==> src/design/rqc_pkg.sv <==
// Shared request codes and control types for the ring queue with browse cursor.
package rqc_pkg;

    localparam int unsigned REQ_W = 3;

    typedef enum logic [REQ_W-1:0] {
        REQ_ENQUEUE = 3'd0,
        REQ_HEAD    = 3'd1,
        REQ_NEXT    = 3'd2,
        REQ_TAIL    = 3'd3,
        REQ_DEQUEUE = 3'd4
    } req_t;

    // Per-transaction control from the pointer logic to the storage and result stage
    typedef struct packed {
        logic wr_en;   // write entry word at the write address
        logic rd_en;   // result carries the word read at the read address
        logic ok;      // request succeeded
    } ctrl_t;

endpackage

==> src/design/ring_queue_with_cursor_top.sv <==
// Top level of the ring queue with browse cursor: stream ports, entry storage, result register.
//
//  channel | direction | tdata fields, lowest bit first             | accepted when
//  s_      | in        | req_type[2:0], entry_in[ENTRY_WIDTH-1:0]   | s_tvalid && s_tready
//  m_      | out       | success[0], entry_out[ENTRY_WIDTH-1:0]     | m_tvalid && m_tready
//
// One request per cycle: the pointer compare, pointer step and storage access for a
// transaction all happen in the cycle it is accepted, and its result sits in the result
// register from the next cycle. The storage read port is the single path that sets this.
// s_tready stays high while the result register is empty or being drained this cycle,
// so a stalled m_ side holds one result and stops further input.
// Reset clears the three pointers and the result valid; storage is not cleared.
module ring_queue_with_cursor_top #(
    parameter int unsigned QUEUE_DEPTH = 16,
    parameter int unsigned ENTRY_WIDTH = 32
) (
    input  logic                                 aclk,
    input  logic                                 aresetn,
    input  logic                                 s_tvalid,
    output logic                                 s_tready,
    // req_type [2:0], entry_in [ENTRY_WIDTH+2:3], zero pad above
    input  logic [((rqc_pkg::REQ_W+ENTRY_WIDTH+7)/8)*8-1:0] s_tdata,
    output logic                                 m_tvalid,
    input  logic                                 m_tready,
    // success [0], entry_out [ENTRY_WIDTH:1], zero pad above
    output logic [((1+ENTRY_WIDTH+7)/8)*8-1:0]   m_tdata
);
    import rqc_pkg::*;

    localparam int unsigned PTR_W   = $clog2(QUEUE_DEPTH);
    localparam int unsigned M_BYTES = (1 + ENTRY_WIDTH + 7) / 8;
    localparam int unsigned M_W     = M_BYTES * 8;

    logic                   accept;
    logic [REQ_W-1:0]       req_type;
    logic [ENTRY_WIDTH-1:0] entry_in;
    logic [PTR_W-1:0]       wr_addr, rd_addr;
    ctrl_t                  ctrl;

    logic [ENTRY_WIDTH-1:0] entry_mem [QUEUE_DEPTH];
    logic [ENTRY_WIDTH-1:0] rd_data_reg;
    logic                   ret_reg;
    logic                   ok_reg;
    logic                   m_valid_reg;
    logic [ENTRY_WIDTH-1:0] entry_out;

    // Take a new request whenever the result register is free or emptying now
    assign s_tready = !m_valid_reg || m_tready;
    assign accept   = s_tvalid && s_tready;
    assign req_type = s_tdata[REQ_W-1:0];
    assign entry_in = s_tdata[REQ_W +: ENTRY_WIDTH];

    rqc_ptr_ctrl #(
        .PTR_W (PTR_W)
    ) u_ptr_ctrl (
        .aclk     (aclk),
        .aresetn  (aresetn),
        .accept   (accept),
        .req_type (req_type),
        .wr_addr  (wr_addr),
        .rd_addr  (rd_addr),
        .ctrl     (ctrl)
    );

    // Entry storage: one write port, one registered read port
    always_ff @(posedge aclk) begin
        if (ctrl.wr_en) begin
            entry_mem[wr_addr] <= entry_in;
        end
        if (accept) begin
            rd_data_reg <= entry_mem[rd_addr];
        end
    end

    // Result flags; payload is held while the m_ side stalls
    always_ff @(posedge aclk) begin
        if (accept) begin
            ret_reg <= ctrl.rd_en;
            ok_reg  <= ctrl.ok;
        end
    end

    always_ff @(posedge aclk) begin
        if (!aresetn) begin
            m_valid_reg <= 1'b0;
        end else if (accept) begin
            m_valid_reg <= 1'b1;
        end else if (m_tready) begin
            m_valid_reg <= 1'b0;
        end
    end

    // Drop the read word for enqueue, failures and unknown requests
    assign entry_out = ret_reg ? rd_data_reg : '0;
    assign m_tvalid  = m_valid_reg;
    // Zero-extend to whole bytes
    assign m_tdata   = M_W'({entry_out, ok_reg});

endmodule

==> src/design/rqc_ptr_ctrl.sv <==
// Pointer registers, request decode and full/empty/end-of-browse checks.
module rqc_ptr_ctrl #(
    parameter int unsigned PTR_W = 4
) (
    input  logic                      aclk,
    input  logic                      aresetn,
    input  logic                      accept,
    input  logic [rqc_pkg::REQ_W-1:0] req_type,
    output logic [PTR_W-1:0]          wr_addr,
    output logic [PTR_W-1:0]          rd_addr,
    output rqc_pkg::ctrl_t            ctrl
);
    import rqc_pkg::*;

    logic [PTR_W-1:0] oldest_reg, oldest_next;
    logic [PTR_W-1:0] free_reg,   free_next;
    logic [PTR_W-1:0] browse_reg, browse_next;
    logic [PTR_W-1:0] free_succ, browse_succ, oldest_succ, tail_idx;
    logic             empty;

    assign free_succ   = free_reg + PTR_W'(1);
    assign browse_succ = browse_reg + PTR_W'(1);
    assign oldest_succ = oldest_reg + PTR_W'(1);
    assign tail_idx    = free_reg - PTR_W'(1);
    assign empty       = (oldest_reg == free_reg);
    assign wr_addr     = free_reg;

    always_comb begin
        oldest_next = oldest_reg;
        free_next   = free_reg;
        browse_next = browse_reg;
        rd_addr     = oldest_reg;
        ctrl        = '0;
        if (accept) begin
            case (req_t'(req_type))
                REQ_ENQUEUE: begin
                    if (free_succ != oldest_reg) begin
                        ctrl.wr_en = 1'b1;
                        ctrl.ok    = 1'b1;
                        free_next  = free_succ;
                    end
                end
                REQ_HEAD: begin
                    if (!empty) begin
                        ctrl.rd_en  = 1'b1;
                        ctrl.ok     = 1'b1;
                        browse_next = oldest_reg;
                    end
                end
                REQ_NEXT: begin
                    rd_addr = browse_succ;
                    if (browse_succ != free_reg) begin
                        ctrl.rd_en  = 1'b1;
                        ctrl.ok     = 1'b1;
                        browse_next = browse_succ;
                    end
                end
                REQ_TAIL: begin
                    rd_addr = tail_idx;
                    if (!empty) begin
                        ctrl.rd_en = 1'b1;
                        ctrl.ok    = 1'b1;
                    end
                end
                REQ_DEQUEUE: begin
                    if (!empty) begin
                        ctrl.rd_en  = 1'b1;
                        ctrl.ok     = 1'b1;
                        oldest_next = oldest_succ;
                    end
                end
                default: begin
                    ctrl = '0;
                end
            endcase
        end
    end

    always_ff @(posedge aclk) begin
        if (!aresetn) begin
            oldest_reg <= '0;
            free_reg   <= '0;
            browse_reg <= '0;
        end else begin
            oldest_reg <= oldest_next;
            free_reg   <= free_next;
            browse_reg <= browse_next;
        end
    end

endmodule

==> config.mk <==
export PLATFORM = sky130hd
export DESIGN_NAME = ring_queue_with_cursor_top
export DESIGN_NICKNAME = d
export VERILOG_FILES = /design/src/design/rqc_pkg.sv /design/src/design/ring_queue_with_cursor_top.sv /design/src/design/rqc_ptr_ctrl.sv
export SDC_FILE = /design/constraint.sdc
export NUM_CORES = 1
export LEC_CHECK = 0
export BUFFER_PORTS_ARGS = -buffer_cell sky130_fd_sc_hd__buf_2
export CAP_MARGIN = 0
export CORE_MARGIN = 3
export CORE_UTILIZATION = 58
export CTS_CLUSTER_DIAMETER = 80
export DETAILED_ROUTE_END_ITERATION = 8
export PLACE_DENSITY_LB_ADDON = 0.2
export SLEW_MARGIN = 20
export SYNTH_ARGS = -nofsm -noshare
export SYNTH_HDL_FRONTEND = slang
export SYNTH_HIERARCHICAL = 1
export SYNTH_SLANG_ARGS = --single-unit
==> constraint.sdc <==
create_clock -name aclk -period 7 [get_ports aclk]
set_input_delay 1.05 -clock aclk [delete_from_list [all_inputs] [get_ports aclk]]
set_output_delay 1.05 -clock aclk [all_outputs]
set_load 0.05 [all_outputs]
==> flow_metrics.py, run 1 <==
metrics = {
    "grt": {
        "grt_pass1_vias": 10370,
        "grt_pass1_wl_mm": 66.11,
        "grt_overflow": 0,
        "grt_usage_pct": 23.00,
        "grt_antenna_before_repair": 2,
        "grt_max_degree": 115,
    },
    "critical_path": {
        "rr_endpoint": "entry_mem[1][31]",
        "crit_top_cell": "buf_4",
        "max_stage_delay_ns": 0.61,
        "required_ns": 7.24,
        "worstSetupPathType": "in2reg",
        "rrSetupSlack_ns": 3.13,
        "cp_max_fo": 41,
        "worstSetupStartpointType": "input port",
        "reg2reg_from": "u_ptr_ctrl/wr_addr[0]",
        "worstPathArrival_ns": 4.16,
        "endpoint_kind": "flip-flop",
        "rr_worst_depth": 9,
        "critPathSlowestCell": "buf_4",
        "path_cells": "buf_2 > nand2b_1 > and2_2 > buf_4 > o2111ai_4 > inv_1 > or3b_2 > nor2_4 > buf_4",
    },
    "placement": {
        "post-place-ws_ns": 2.384,
        "place_area_um2": 22640,
        "dp_hpwl_mm": 22.62,
        "port-buffer-count": 73,
        "gp_congestion": 0.7584,
    },
    "timing": {
        "fin_setup_tns_ns": 0,
        "slew_headroom_pct": 27.26,
        "fin_skew_ns": 0.01208,
        "worst_slack_ns": 3.080,
        "rsz0062_at_grt": "false",
        "period_share_pct": 56.00,
        "min_period_ns": 3.920,
        "fin_hold_ws_ns": 0.4793,
        "tightest_slew_ns": 1.091,
        "setup_violations": 0,
        "hold_viol_final": 0,
        "clock.fmax_mhz": 255.1,
        "maxSlewViolCount": 0,
    },
    "clock_network": {
        "cts_buffers": 54,
        "cts_setup_buffers": 0,
        "clk_pin_slew_ns": 0.06,
        "clockBufferDepth": 3,
        "cts_tree": "built",
        "cts_num_sinks": 559,
        "cts_max_level": 2,
        "hold_buffers": 0,
        "ctsResizeCount": 0,
        "cts_root_buf": "clkbuf_16",
        "clk_latency_ns": 0.58,
    },
    "synthesis": {
        "synth_area_um2": 21580,
        "synthCells": 1014,
        "synth_top_area_share_pct": 75.99,
        "seq_area_frac_synth_pct": 77.20,
        "ys_seq_elements": 559,
        "ys_types": 44,
        "yosysWarnings": 6,
        "synth_area_leader_cell": "edfxtp_1",
        "ys_top_cells_by_area": "edfxtp_1 (76%), mux4_2 (13%), a22oi_1 (2.2%)",
        "syn_avg_cell_area_um2": 21.28,
    },
    "drt": {
        "first_iter_violations": 995,
        "via_count": 10200,
        "firstDrtPassIters": 5,
        "final_antenna_net_count": 0,
        "wl_per_cell_um": 27.05,
        "wirelength_mm": 43.87,
        "drc_errors": 0,
        "vias_per_cell": 6.286,
    },
    "die": {
        "die_h_um": 198.9,
        "row_count": 70,
        "start_util_pct": 58.93,
        "coreArea_um2": 36610,
        "dieArea_um2": 39550,
        "die_w_um": 198.9,
        "ioPinCount": 86,
    },
    "layout": {
        "finalInstanceArea_um2": 24210,
        "layout_commonest_cell": "edfxtp_1",
        "largest_register_ffs": 512,
        "drive_gt1_share_pct": 28.08,
        "most-common-layout-cells": "edfxtp_1 (546), mux4_2 (128), buf_2 (73)",
        "ff_latch_area_um2": 16660,
        "antenna_cells": 0,
        "multi_input_area_um2": 4768,
        "area_growth_pct": 12.21,
        "fin_nets": 1164,
        "fillers": 2406,
    },
    "worst_hold_path": {
        "hold_start": "u_ptr_ctrl/browse_reg[1]",
        "hp-class": "reg2reg",
        "min_path_cells": 2,
        "hold_end": "u_ptr_ctrl/browse_reg[1]",
    },
    "power": {
        "total_power_mw": 6.600,
        "powerDensity_nw_per_um2": 272.6,
        "p_leak_nw": 7.699,
        "irDropWorstVdd_v": 0.0002749,
    },
    "run_status": {
        "outcome": "complete, no violations",
    },
    "job": {
        "maxCapViolations": 0,
    },
}
==> Yosys cell counts (all sizes together) <==
cell type  instances
nor2b              3
nand3              8
mux2               1
nor2              18
o41ai              2
or3                1
mux2i              7
or2                1
o211ai             4
a22oi             64
conb               1
ha                 4
xor2               7
nor4bb             1
nor3               6
edfxtp           546
a21oi              1
xnor3              1
a31oi              1
or3b               2
o21a               2
inv                8
o31ai              2
and2              38
nand3b             2
dfxtp             13
nand2b             8
mux4             128
clkbuf            24
o211a              1
xnor2             11
nor3b              2
nor4               1
a21boi             2
nand2             47
o2111ai            2
o21ai              7
buf               37
==> where the power goes <==
| part | switching, mW | total (mW) | internal (mW) | leakage [nW] |
|---|---|---|---|---|
| registers | 0.00906 | 3.70 | 3.69 | 5.04 |
| logic | 0.179 | 0.271 | 0.0920 | 1.90 |
| clock network | 1.16 | 2.63 | 1.46 | 0.765 |
==> critical path: cells and delay by family <==
family / cells / cell delay, ns
compound gates: 1 / 0.34
buf+inv: 4 / 1.33
simple gates: 4 / 1.41
==> cell families (layout without fill, tap and decap cells) <==
logic type               after synthesis  count (layout)  synth area share (%)
other                                  1               7               0.01738
flip-flops                           559             559                 77.20
buffers and inverters                 69             203                 1.566
XOR/XNOR                              19              19                0.8699
adder cells (fa/ha/maj)                4               4                0.2320
multiplexers                         136             136                 13.74
AND/OR/NAND/NOR                      138             138                 3.230
AO/OA/AOI/OAI                         88              88                 3.149
==> per-layer routing <==
layer | share of wire (%) | track usage [%]
met4 | 2.5 | 7.054
met5 | 0.039 | 0
met1 | 42 | 33.75
met3 | 5.8 | 3.404
met2 | 49 | 36.86
==> through the flow <==
step | instances | util, %
global placement | 1528 | 61.82
detailed placement | 1528 | 61.84
finish | 1622 | 66.13
floorplan | 1020 | -
global route | 1622 | 66.13
CTS | 1622 | 66.13
==> area by class of cell <==
cell class	count	area share, %
Clock inverter	26	0.5995
Multi-Input combinational cell	392	19.70
Sequential cell	559	68.80
Timing Repair Buffer	101	2.481
Clock buffer	68	5.886
Inverter	8	0.1240
Tap cell	468	2.419
==> worst max-delay path by stage <==
| stage | slack [ns] | start | end | cells past startpoint |
|---|---|---|---|---|
| after floorplan | 0.73 | m_tready | entry_mem[0][0] | 7 |
| after global placement | 2.31 | m_tready | entry_mem[8][16] | 9 |
| after detailed placement | 2.38 | m_tready | entry_mem[1][31] | 9 |
| after CTS | 2.99 | m_tready | entry_mem[1][31] | 9 |
| after global routing | 2.87 | m_tready | entry_mem[1][31] | 9 |
| final | 3.08 | m_tready | entry_mem[1][31] | 9 |
(Power assumes the default switching activity.)
==> inputs of run 2 (changes only) <==
--- a/config.mk
+++ b/config.mk
@@ -5,6 +5,7 @@
 export SDC_FILE = /design/constraint.sdc
 export NUM_CORES = 1
 export LEC_CHECK = 0
+export ABC_AREA = 1
 export BUFFER_PORTS_ARGS = -buffer_cell sky130_fd_sc_hd__buf_2
 export CAP_MARGIN = 0
 export CORE_MARGIN = 3
==> constraint.sdc (replaced) <==
create_clock -name aclk -period 4 [get_ports aclk]
set_input_delay 0.6 -clock aclk [delete_from_list [all_inputs] [get_ports aclk]]
set_output_delay 0.6 -clock aclk [all_outputs]
set_load 0.05 [all_outputs]
==> run 2 against run 1 <==
  * Power up 85%
  * Global-route usage grew 2.0 points
  * Flip-flop and latch count stayed put
  * Synthesized cell count increased by 130%
  * Synthesized area increased by 14%
  * Clock skew grew 0.0066 ns
  * Critical endpoint is now entry_mem[15][15]
  * Wire length grew 27%
  * Combinational power grew to 2.7 times the previous value
  * Count of clock-buffer cells in the layout shrank 3
  * Highest routed layer unchanged
  * Utilization is 0.25 points lower
  * Register-to-register slack worse by 2.4 ns
  * Final area rose by 12%
==> flow_metrics.py, run 2 <==
metrics = {
    "drt": {
        "wirelength_mm": 55.57,
        "final_antenna_net_count": 0,
        "wl_per_cell_um": 18.44,
        "firstDrtPassIters": 5,
        "first_iter_violations": 1475,
        "drc_errors": 0,
        "via_count": 16320,
        "vias_per_cell": 5.417,
    },
    "synthesis": {
        "ys_top_cells_by_area": "edfxtp_1 (67%), nand2_1 (11%), nand3_1 (8.1%)",
        "synth_top_area_share_pct": 66.84,
        "ys_types": 33,
        "syn_avg_cell_area_um2": 10.34,
        "ys_seq_elements": 559,
        "synth_top_flop_cell": "edfxtp_1",
        "async_reset_ff_share_pct": 0,
        "synth_common_cells": "nand2_1 (745), edfxtp_1 (546), inv_1 (450), nand3_1 (399), buf_2 (40)",
        "synth-edff-count": 546,
        "synth_area_um2": 24530,
        "synthCells": 2373,
        "yosysWarnings": 6,
        "yosysMostFrequentCell": "nand2_1",
        "seq_area_frac_synth_pct": 67.90,
        "synth_area_leader_cell": "edfxtp_1",
    },
    "critical_path": {
        "critPathSlowestCell": "dfxtp_1",
        "worstSetupStartpointType": "flip-flop",
        "worst-path-buf-inv": 3,
        "required_ns": 4.28,
        "worstSetupPathType": "reg2reg",
        "endpoint_kind": "flip-flop",
        "max_stage_delay_ns": 0.56,
        "path_cells": "inv_1 > ha_1 > nor2_1 > and3b_1 > nand3b_2 > nand2_4 > inv_4 > nand3_1 > nor2_4 > buf_12",
        "crit_family": "simple AND/OR/NAND/NOR gates",
        "cp_max_fo": 23,
        "worstPathArrival_ns": 3.50,
    },
    "timing": {
        "setup_violations": 0,
        "fin_skew_ns": 0.01866,
        "period_share_pct": 80.63,
        "tightest_slew_ns": 1.058,
        "clock.fmax_mhz": 310.0,
        "rsz0062_at_grt": "false",
        "maxSlewViolCount": 0,
        "worst_slack_ns": 0.7746,
        "slew_headroom_pct": 29.48,
        "hold_viol_final": 0,
        "min_period_ns": 3.225,
    },
    "clock_network": {
        "clk_pin_slew_ns": 0.06,
        "hold_buffers": 0,
        "cts_setup_buffers": 0,
        "clk_latency_ns": 0.60,
        "cts_tree": "built",
        "clockBufferDepth": 3,
        "cts_max_level": 2,
        "ctsResizeCount": 0,
        "cts_root_buf": "clkbuf_16",
        "cts_buffers": 54,
        "cts_num_sinks": 559,
    },
    "power": {
        "power_frac_seq_pct": 53.1,
        "power.internal_mw": 9.567,
        "sw_frac_of_total_pct": 21.82,
        "switchingPower_mw": 2.671,
        "p_leak_nw": 11.74,
        "p_clk_share_pct": 40.8,
        "irDropWorstVdd_v": 0.0003821,
        "powerDensity_nw_per_um2": 449.9,
        "combPwrFrac_pct": 6.1,
    },
    "placement": {
        "place_inst": 2913,
        "port-buffer-count": 73,
        "dp_hpwl_mm": 29.72,
        "gp_congestion": 0.8339,
        "post-place-ws_ns": 0.7261,
    },
    "worst_hold_path": {
        "hp-class": "in2reg",
    },
    "layout": {
        "layout_commonest_cell": "nand2_1",
        "largest_register_ffs": 512,
        "most-common-layout-cells": "nand2_1 (745), edfxtp_1 (546), inv_1 (448)",
        "fin_nets": 2485,
        "final_cells": 3013,
        "ff_latch_area_um2": 16660,
        "fillers": 3010,
        "area_growth_pct": 10.91,
        "drive_gt1_share_pct": 9.113,
        "multi_input_area_um2": 5550,
    },
    "die": {
        "dieArea_um2": 44790,
        "row_count": 74,
        "die_w_um": 211.6,
        "coreArea_um2": 41290,
        "start_util_pct": 59.40,
        "ioPinCount": 86,
        "die_h_um": 211.6,
    },
    "grt": {
        "grt_antenna_before_repair": 3,
        "grt_pass1_wl_mm": 85.81,
        "grt_pass1_vias": 15880,
        "grt_max_degree": 84,
        "grt_overflow": 0,
        "grt_usage_pct": 25.05,
    },
    "run_status": {
        "outcome": "complete, no violations",
    },
    "job": {
        "maxCapViolations": 0,
    },
}
[run 2: cell types whose count changed after synthesis, sizes merged, moves of 14 or more]
cell / change
nor2: +20
nand3: +391
a21oi: +14
and2: -38
buf: +64
a22oi: -64
inv: +445
mux4: -128
nand2: +700
[run 2: final timing paths]
check | to | start | slack (ns) | cells after the start
max | entry_mem[15][15] | u_ptr_ctrl/wr_addr[0] | 0.77 | 10
min | m_tvalid | m_tready | 0.32 | 4
max reg2reg | entry_mem[15][15] | u_ptr_ctrl/wr_addr[0] | 0.77 | 10
min reg2reg | u_ptr_ctrl/oldest_reg[3] | u_ptr_ctrl/oldest_reg[3] | 0.49 | 2
[run 2: routing by layer]
metal  global-route usage (%)  wire, µm  up-vias
met4                    9.607      1761        4
met3                    4.342      4174      133
met2                    40.84     26450      627
met1                    34.18     23160     7826
met5                        0        22        -
li1                         -         -     7732
[run 2: cell type report]
class	count	share of cell area (%)
Antenna cell	1	0.009199
Clock buffer	65	5.354
Clock inverter	34	1.026
Inverter	453	6.287
Multi-Input combinational cell	1247	20.40
Sequential cell	559	61.23
Tap cell	532	2.447
Timing Repair Buffer	122	3.247
[run 2: cell families after synthesis]
kind of cell | after synthesis | synth area share, %
other | 1 | 0.01529
AOI/OAI and AO/OA | 30 | 0.6427
xor gates and xnor gates | 11 | 0.4234
adders and majority gates | 4 | 0.2040
buffers and inverters | 573 | 10.30
and+or+nand+nor | 1195 | 20.51
DFF | 559 | 67.90
[run 2: stage by stage]
stage / cell area (µm²) / total power [mW] / TNS (ns) / hold slack [ns] / util (%)
finish: 27200 / 12.24 / 0 / 0.3237 / 65.88
floorplan: 24590 / 7.143 / -3.194 / 0.4574 / -
detailed placement: 25470 / 7.368 / 0 / 0.4765 / 61.67
CTS: 27200 / 12.31 / 0 / 0.2917 / 65.87
global placement: 25470 / 7.346 / 0 / 0.4741 / 61.67
global route: 27200 / 12.63 / 0 / 0.3220 / 65.87
[run 2: tightest hold or removal path: stages]
cell      delay [ns]
buf_2           0.08
inv_1           0.06
nand2_1         0.07
a21boi_0        0.07
[run 2: power by group through the flow]
stage,clock network [mW],registers [mW],logic (mW)
2_1_floorplan,0,6.62,0.524
3_3_place_gp,0,6.62,0.722
3_5_place_dp,0,6.62,0.743
4_1_cts,5.06,6.50,0.748
5_1_grt,5.30,6.50,0.823
6_report,4.99,6.50,0.745
